### src/hdl/assert_macros.svh
// Assertion macros shared by the debounce RTL.
// Depends on nothing; included by files that carry concurrent checks.
`ifndef ASSERT_MACROS_SVH
`define ASSERT_MACROS_SVH

// Clocked check, disabled while the asynchronous reset is asserted.
`define ASSERT_CLK(lbl, clk, rst_n, prop, msg) \
	lbl: assert property (@(posedge clk) disable iff (!(rst_n)) (prop)) else $error(msg);

// Clocked check that also runs during reset.
`define ASSERT_ALWAYS(lbl, clk, prop, msg) \
	lbl: assert property (@(posedge clk) (prop)) else $error(msg);

`endif

### src/hdl/bidh_pkg.sv
// Package for the binary input debounce with hold-on delay.
// Holds register indexes, value codes and reset values; depends on nothing.
`timescale 1ns / 1ps
`default_nettype none

package bidh_pkg;

	localparam int unsigned CFG_IDX_W = 3;
	localparam int unsigned CFG_DATA_W = 16;
	localparam int unsigned TIME_W = 32;
	localparam int unsigned VALUE_W = 16;
	localparam int unsigned MS_W = 16;

	typedef logic [CFG_IDX_W-1:0] cfg_idx_t;

	localparam cfg_idx_t REG_BOUNCE_MS = 3'd0;
	localparam cfg_idx_t REG_HOLD_MS = 3'd1;
	localparam cfg_idx_t REG_INVERT_LEVEL = 3'd2;
	localparam cfg_idx_t REG_ON_VALUE = 3'd3;
	localparam cfg_idx_t REG_OFF_VALUE = 3'd4;

	localparam logic signed [VALUE_W-1:0] NO_VALUE = -16'sd1;
	localparam logic signed [VALUE_W-1:0] ON_VALUE_RESET = 16'sd100;

endpackage

`default_nettype wire

### src/hdl/binary_input_debounce_hold.sv
// Binary input debounce with hold-on delay; depends on bidh_pkg and assert_macros.svh.
// A sample is registered at its transfer; its result register loads when that stage fires.
// Throughput: one sample per cycle unless out_stall holds, set by the single stage of subtract and compare logic.
// Reset: arst_n clears configuration to its defaults and all debounce state to zero.
`timescale 1ns / 1ps
`default_nettype none

`include "assert_macros.svh"

module binary_input_debounce_hold (
	input  wire logic                                   clk,
	input  wire logic                                   arst_n,
	input  wire logic                                   cfg_we,
	input  wire bidh_pkg::cfg_idx_t                     cfg_index,
	input  wire logic [bidh_pkg::CFG_DATA_W-1:0]        cfg_data,
	input  wire logic                                   in_valid,
	output logic                                        in_stall,
	input  wire logic                                   raw_level,
	input  wire logic [bidh_pkg::TIME_W-1:0]            now_ms,
	output logic                                        out_valid,
	input  wire logic                                   out_stall,
	output logic signed [bidh_pkg::VALUE_W-1:0]         out_value,
	output logic                                        changed
);

	logic [bidh_pkg::MS_W-1:0]           bounce_ms_q;
	logic [bidh_pkg::MS_W-1:0]           hold_ms_q;
	logic                                invert_level_q;
	logic signed [bidh_pkg::VALUE_W-1:0] on_value_q;
	logic signed [bidh_pkg::VALUE_W-1:0] off_value_q;

	logic [bidh_pkg::TIME_W-1:0]         last_change_q;
	logic                                hold_active_q;
	logic [bidh_pkg::TIME_W-1:0]         hold_start_q;
	logic                                accepted_level_q;
	logic signed [bidh_pkg::VALUE_W-1:0] cur_value_q;

	logic                                valid_s1;
	logic                                level_s1;
	logic [bidh_pkg::TIME_W-1:0]         now_s1;

	logic                                out_valid_q;
	logic signed [bidh_pkg::VALUE_W-1:0] out_value_q;
	logic                                changed_q;

	logic                                out_ready;
	logic                                fire_s1;
	logic [bidh_pkg::TIME_W-1:0]         since_change;
	logic [bidh_pkg::TIME_W-1:0]         since_hold;
	logic                                lockout;
	logic                                hold_on;
	logic                                rising;
	logic                                hold_done;
	logic                                level_in;
	logic                                level_new;
	logic                                hold_active_new;
	logic signed [bidh_pkg::VALUE_W-1:0] mapped;
	logic                                chg;

	// configuration
	always_ff @(posedge clk or negedge arst_n) begin
		if (!arst_n) begin
			bounce_ms_q <= '0;
			hold_ms_q <= '0;
			invert_level_q <= 1'b0;
			on_value_q <= bidh_pkg::ON_VALUE_RESET;
			off_value_q <= bidh_pkg::NO_VALUE;
		end else if (cfg_we) begin
			case (cfg_index)
				bidh_pkg::REG_BOUNCE_MS: begin
					bounce_ms_q <= cfg_data[bidh_pkg::MS_W-1:0];
				end
				bidh_pkg::REG_HOLD_MS: begin
					hold_ms_q <= cfg_data[bidh_pkg::MS_W-1:0];
				end
				bidh_pkg::REG_INVERT_LEVEL: begin
					invert_level_q <= cfg_data[0];
				end
				bidh_pkg::REG_ON_VALUE: begin
					on_value_q <= $signed(cfg_data[bidh_pkg::VALUE_W-1:0]);
				end
				bidh_pkg::REG_OFF_VALUE: begin
					off_value_q <= $signed(cfg_data[bidh_pkg::VALUE_W-1:0]);
				end
				default: begin
				end
			endcase
		end
	end

	assign out_ready = !out_valid_q || !out_stall;
	assign fire_s1 = valid_s1 && out_ready;
	assign in_stall = valid_s1 && !out_ready;

	// input register
	always_ff @(posedge clk or negedge arst_n) begin
		if (!arst_n) begin
			valid_s1 <= 1'b0;
		end else if (!in_stall) begin
			valid_s1 <= in_valid;
		end
	end

	always_ff @(posedge clk) begin
		if (in_valid && !in_stall) begin
			level_s1 <= raw_level;
			now_s1 <= now_ms;
		end
	end

	// debounce and hold decision
	always_comb begin
		since_change = now_s1 - last_change_q;
		since_hold = now_s1 - hold_start_q;
		lockout = since_change < {{(bidh_pkg::TIME_W-bidh_pkg::MS_W){1'b0}}, bounce_ms_q};
		level_in = level_s1 ^ invert_level_q;
		hold_on = hold_ms_q != '0;
		rising = level_in && !accepted_level_q;
		hold_done = since_hold >= {{(bidh_pkg::TIME_W-bidh_pkg::MS_W){1'b0}}, hold_ms_q};
		level_new = level_in;
		hold_active_new = hold_active_q;
		if (hold_on) begin
			if (rising) begin
				if (hold_active_q) begin
					hold_active_new = !hold_done;
					level_new = hold_done;
				end else begin
					hold_active_new = 1'b1;
					level_new = accepted_level_q;
				end
			end else begin
				hold_active_new = 1'b0;
			end
		end
		mapped = level_new ? on_value_q : off_value_q;
		chg = (mapped != cur_value_q) && (mapped != bidh_pkg::NO_VALUE);
	end

	// debounce state
	always_ff @(posedge clk or negedge arst_n) begin
		if (!arst_n) begin
			last_change_q <= '0;
			hold_active_q <= 1'b0;
			hold_start_q <= '0;
			accepted_level_q <= 1'b0;
			cur_value_q <= '0;
		end else if (fire_s1 && !lockout) begin
			accepted_level_q <= level_new;
			cur_value_q <= mapped;
			hold_active_q <= hold_active_new;
			if (hold_on && rising && !hold_active_q) begin
				hold_start_q <= now_s1;
			end
			if (chg) begin
				last_change_q <= now_s1;
			end
		end
	end

	// result register
	always_ff @(posedge clk or negedge arst_n) begin
		if (!arst_n) begin
			out_valid_q <= 1'b0;
		end else if (out_ready) begin
			out_valid_q <= valid_s1;
		end
	end

	always_ff @(posedge clk) begin
		if (fire_s1) begin
			out_value_q <= lockout ? cur_value_q : mapped;
			changed_q <= !lockout && chg;
		end
	end

	assign out_valid = out_valid_q;
	assign out_value = out_value_q;
	assign changed = changed_q;

	`ASSERT_CLK(a_changed_has_value, clk, arst_n,
		out_valid_q && changed_q |-> out_value_q != bidh_pkg::NO_VALUE, "changed with no value")
	`ASSERT_CLK(a_fire_loads_result, clk, arst_n,
		fire_s1 |=> out_valid_q, "stage transfer did not load result")
	`ASSERT_CLK(a_change_time, clk, arst_n,
		fire_s1 && !lockout && chg |=> last_change_q == $past(now_s1), "change time not taken")
	`ASSERT_CLK(a_lockout_holds, clk, arst_n,
		fire_s1 && lockout |=> $stable(cur_value_q) && $stable(accepted_level_q),
		"state moved during lockout")
	`ASSERT_ALWAYS(a_stall_needs_item, clk,
		in_stall |-> valid_s1, "input stalled with empty stage")

endmodule

`default_nettype wire
### config.mk
export PLATFORM = sky130hd
export DESIGN_NAME = binary_input_debounce_hold
export DESIGN_NICKNAME = d
export VERILOG_FILES = /design/src/hdl/bidh_pkg.sv /design/src/hdl/binary_input_debounce_hold.sv
export VERILOG_INCLUDE_DIRS = /design/src /design/src/hdl
export SDC_FILE = /design/constraint.sdc
export NUM_CORES = 1
export LEC_CHECK = 0
export BUFFER_PORTS_ARGS = -buffer_cell sky130_fd_sc_hd__buf_4
export CORE_MARGIN = 1
export CORE_UTILIZATION = 62
export DETAILED_ROUTE_END_ITERATION = 10
export GPL_ROUTABILITY_DRIVEN = 0
export MAX_ROUTING_LAYER = met4
export PLACE_DENSITY = 0.81
export SYNTH_ARGS = -nofsm -noshare
export SYNTH_HDL_FRONTEND = slang
export SYNTH_SLANG_ARGS = --single-unit
### constraint.sdc
create_clock -name clk -period 7.02 [get_ports clk]
set_clock_uncertainty 0.1 [all_clocks]
set_input_delay 0.351 -clock clk [delete_from_list [all_inputs] [get_ports clk]]
set_output_delay 0.351 -clock clk [all_outputs]
set_load 0.02 [all_outputs]
==> results.json <==
{
  "utilization": 0.7270,
  "setup_viol": 0,
  "startpoint": "now_s1[1]",
  "fin_ws_ns": 0.6562,
  "powerDensity_nw_per_um2": 367.5,
  "drv_cap": 0,
  "final-seq-area_um2": 5254,
  "r2r-start": "now_s1[1]",
  "pin_count": 76,
  "endpoint": "last_change_q[19]",
  "cts_tree": "built",
  "drc": 0,
  "fin_area_um2": 14240,
  "grt_pass1_wl_mm": 46.91,
  "rows": 51,
  "wirelength_mm": 28.72,
  "power.leakage_nw": 6.347,
  "path_max_fanout": 32,
  "met1_usage": 0.3995,
  "die_w_um": 143.9,
  "hpwlAfterDp_mm": 20.95,
  "cts.clk_slew.worst_paths_ns": 0.08,
  "tns_ns": 0,
  "io_buffers": 75,
  "post_drt_via_cell_ratio": 5.965,
  "holdCritPathClass": "in2reg",
  "grt_start_max_net_pins": 91,
  "cp.required_ns": 7.24,
  "syn-num-nets": 1354,
  "htreeDepth": 4,
  "postCtsResizedCells": 0,
  "hold_buffers": 34,
  "grt_use_total": 0.3042,
  "yosysWarnings": 0,
  "synthesis.area_um2": 12480,
  "synth_edf_count": 50,
  "vias": 9454,
  "critPathLaunchType": "flip-flop",
  "final.period_utilization": 0.9065,
  "p_total_mw": 5.234,
  "grt.busiest_layer": "met2",
  "tightest_slew_ns": 0.8657,
  "antenna_found_initial": 0,
  "wl_per_cell_um": 18.12,
  "cts_buffer_depth": 2,
  "avgSynthCellArea_um2": 10.38,
  "relSlewSlack": 0.4212,
  "fillers": 1416,
  "numCtsBuffers": 17,
  "final_layout_size_suffix_gt1_frac": 0.2114,
  "use_met3": 0.03899,
  "regToRegEndpoint": "last_change_q[19]",
  "syn_inst": 1202,
  "placed_cell_area_um2": 13310,
  "period_needed_ns": 6.364,
  "async_reset_ff_frac": 0.7487,
  "finalMaxSlewViolations": 0,
  "grt_pass1_vias": 9224,
  "grt_use_met2": 0.4823,
  "die_area_um2": 20700,
  "clock_latency_ns": 0.44,
  "clock-sinks": 199,
  "ff2ff_setup_slack_ns": 0.66,
  "first_pass_iters": 5,
  "whs_ns": 0.01714,
  "ir_drop_uv": 245.7,
  "yosysSeqAreaShare": 0.4210,
  "pre_cts_ws_ns": 0.7607,
  "grt_setup_unrepaired": "no",
  "postCtsSetupRepairBufs": 0,
  "start_util": 0.6370,
  "multi_input_area_um2": 6609,
  "status": "finished, final reports clean",
  "hold_violations": 0,
  "arrival_ns": 6.58,
  "antenna_cells": 0,
  "endpoint_kind": "flip-flop",
  "grt_overflow": 0,
  "placedCellCount": 1519,
  "die_h_um": 143.9,
  "fmax_ghz": 0.1571,
  "antenna_left": 0,
  "core_um2": 19590,
  "ys_types": 76,
  "area_growth_pct": 14.14,
  "rr_worst_depth": 24,
  "worstSetupPathType": "reg2reg",
  "nNetsFinal": 1459,
  "synthFlopType": "dfrtp_1",
  "root_buffer": "clkbuf_16",
  "synth_seq_cells": 199,
  "stdcell_count": 1585,
  "drt_iter0_drc": 895
}
==> critical path, cell delays in order, from the launching register on <==
cell and delay [ns]:
edfxtp_1 0.46, ha_1 0.31, nor2b_1 0.29, o211ai_4 0.12
a2111oi_4 0.49, nor2_2 0.11, or2_1 0.25, nand2_1 0.12
a21o_1 0.12, a21oi_1 0.07, xnor2_1 0.19, ha_1 0.28
nand4_1 0.10, o21ai_0 0.07, a2111oi_0 0.37, o2111ai_1 0.15
nor2_1 0.13, nand4_1 0.12, nor4_2 0.28, a31o_2 0.61
mux2i_1 0.26, o221ai_1 0.33, o21ba_2 0.22, buf_12 0.27
mux2_2 0.38
==> layout make-up <==
cell class,instances,area share
well taps,265,0.02328
clock inverters,14,0.01133
flip-flops and latches,199,0.3689
multi-input cells,850,0.4640
clock buffers,18,0.03013
repair buffers,119,0.07072
inverters,120,0.03163
==> flip-flops by register name (all words and copies together), names as in the netlist <==
name              count
hold_start_q         32
last_change_q        32
now_s1               32
bounce_ms_q          16
cur_value_q          16
hold_ms_q            16
off_value_q          16
on_value_q           16
out_value            16
accepted_level_q      1
changed               1
hold_active_q         1
invert_level_q        1
level_s1              1
out_valid             1
valid_s1              1
==> synthesized netlist by cell type (29+ instances only) <==
cell type  number  area, um2
nand4_1        31      193.9
nand2_1        87      326.6
a21oi_1        69      345.3
ha_1           93       1164
dfrtp_1       130       3253
o21ai_0        80      400.4
xnor2_1        36      315.3
nor2_1         59      221.5
edfxtp_1       50       1501
inv_1         120      450.4
mux2_2        104       1171
mux2_4         29      435.4
==> logic make-up after synthesis <==
| group | Yosys count | synth area share |
|---|---|---|
| adders and majority gates | 95 | 0.09646 |
| AOI/OAI and AO/OA | 273 | 0.1416 |
| DFF | 199 | 0.4210 |
| muxes | 148 | 0.1408 |
| buffers and inverters | 153 | 0.05134 |
| xor gates and xnor gates | 60 | 0.04211 |
| and+or+nand+nor | 274 | 0.1067 |
==> worst min path at each step <==
stage	start	end	slack, ns	cells after the start
after floorplan	arst_n	accepted_level_q	-0.04	0
after global placement	valid_s1	out_valid	0.37	1
after detailed placement	arst_n	cur_value_q[4]	0.39	1
after CTS	in_valid	valid_s1	0.01	2
after global routing	in_valid	valid_s1	0.02	2
final	in_valid	valid_s1	0.02	2
==> placed cells by master, fill, tap and decap left out, types with 11 or more instances in the layout <==
master / netlist / final
a211oi_1: 11 / 11
nor3_1: 15 / 14
ha_1: 93 / 93
clkbuf_16: 0 / 17
xnor2_1: 36 / 36
nor2_1: 59 / 59
dlygate4sd3_1: 0 / 34
mux2i_1: 15 / 15
o21a_1: 13 / 13
nor4_1: 12 / 12
nand3_1: 15 / 15
o21ai_0: 80 / 80
a21oi_1: 69 / 69
mux2_2: 104 / 104
inv_1: 120 / 120
a21o_1: 25 / 25
nand2b_1: 16 / 16
mux2_4: 29 / 29
edfxtp_1: 50 / 50
nand4_1: 31 / 31
nor2b_1: 13 / 13
nand2_1: 87 / 87
dfstp_2: 19 / 19
buf_4: 0 / 82
xor2_1: 24 / 24
dfrtp_1: 130 / 130
==> power breakdown <==
group	switching (mW)	internal (mW)	leakage [nW]
Combinational	1.38	1.13	3.83
Sequential	0.236	1.51	2.23
Clock	0.475	0.508	0.288
Total	2.09	3.14	6.35
==> per-layer routing <==
metal | vias up | part of all wire
li1 | 4554 | -
met1 | 4506 | 0.45
met2 | 331 | 0.47
met3 | 63 | 0.045
met4 | 0 | 0.030
met5 | - | 0
Power figures use the tool's default switching activity.
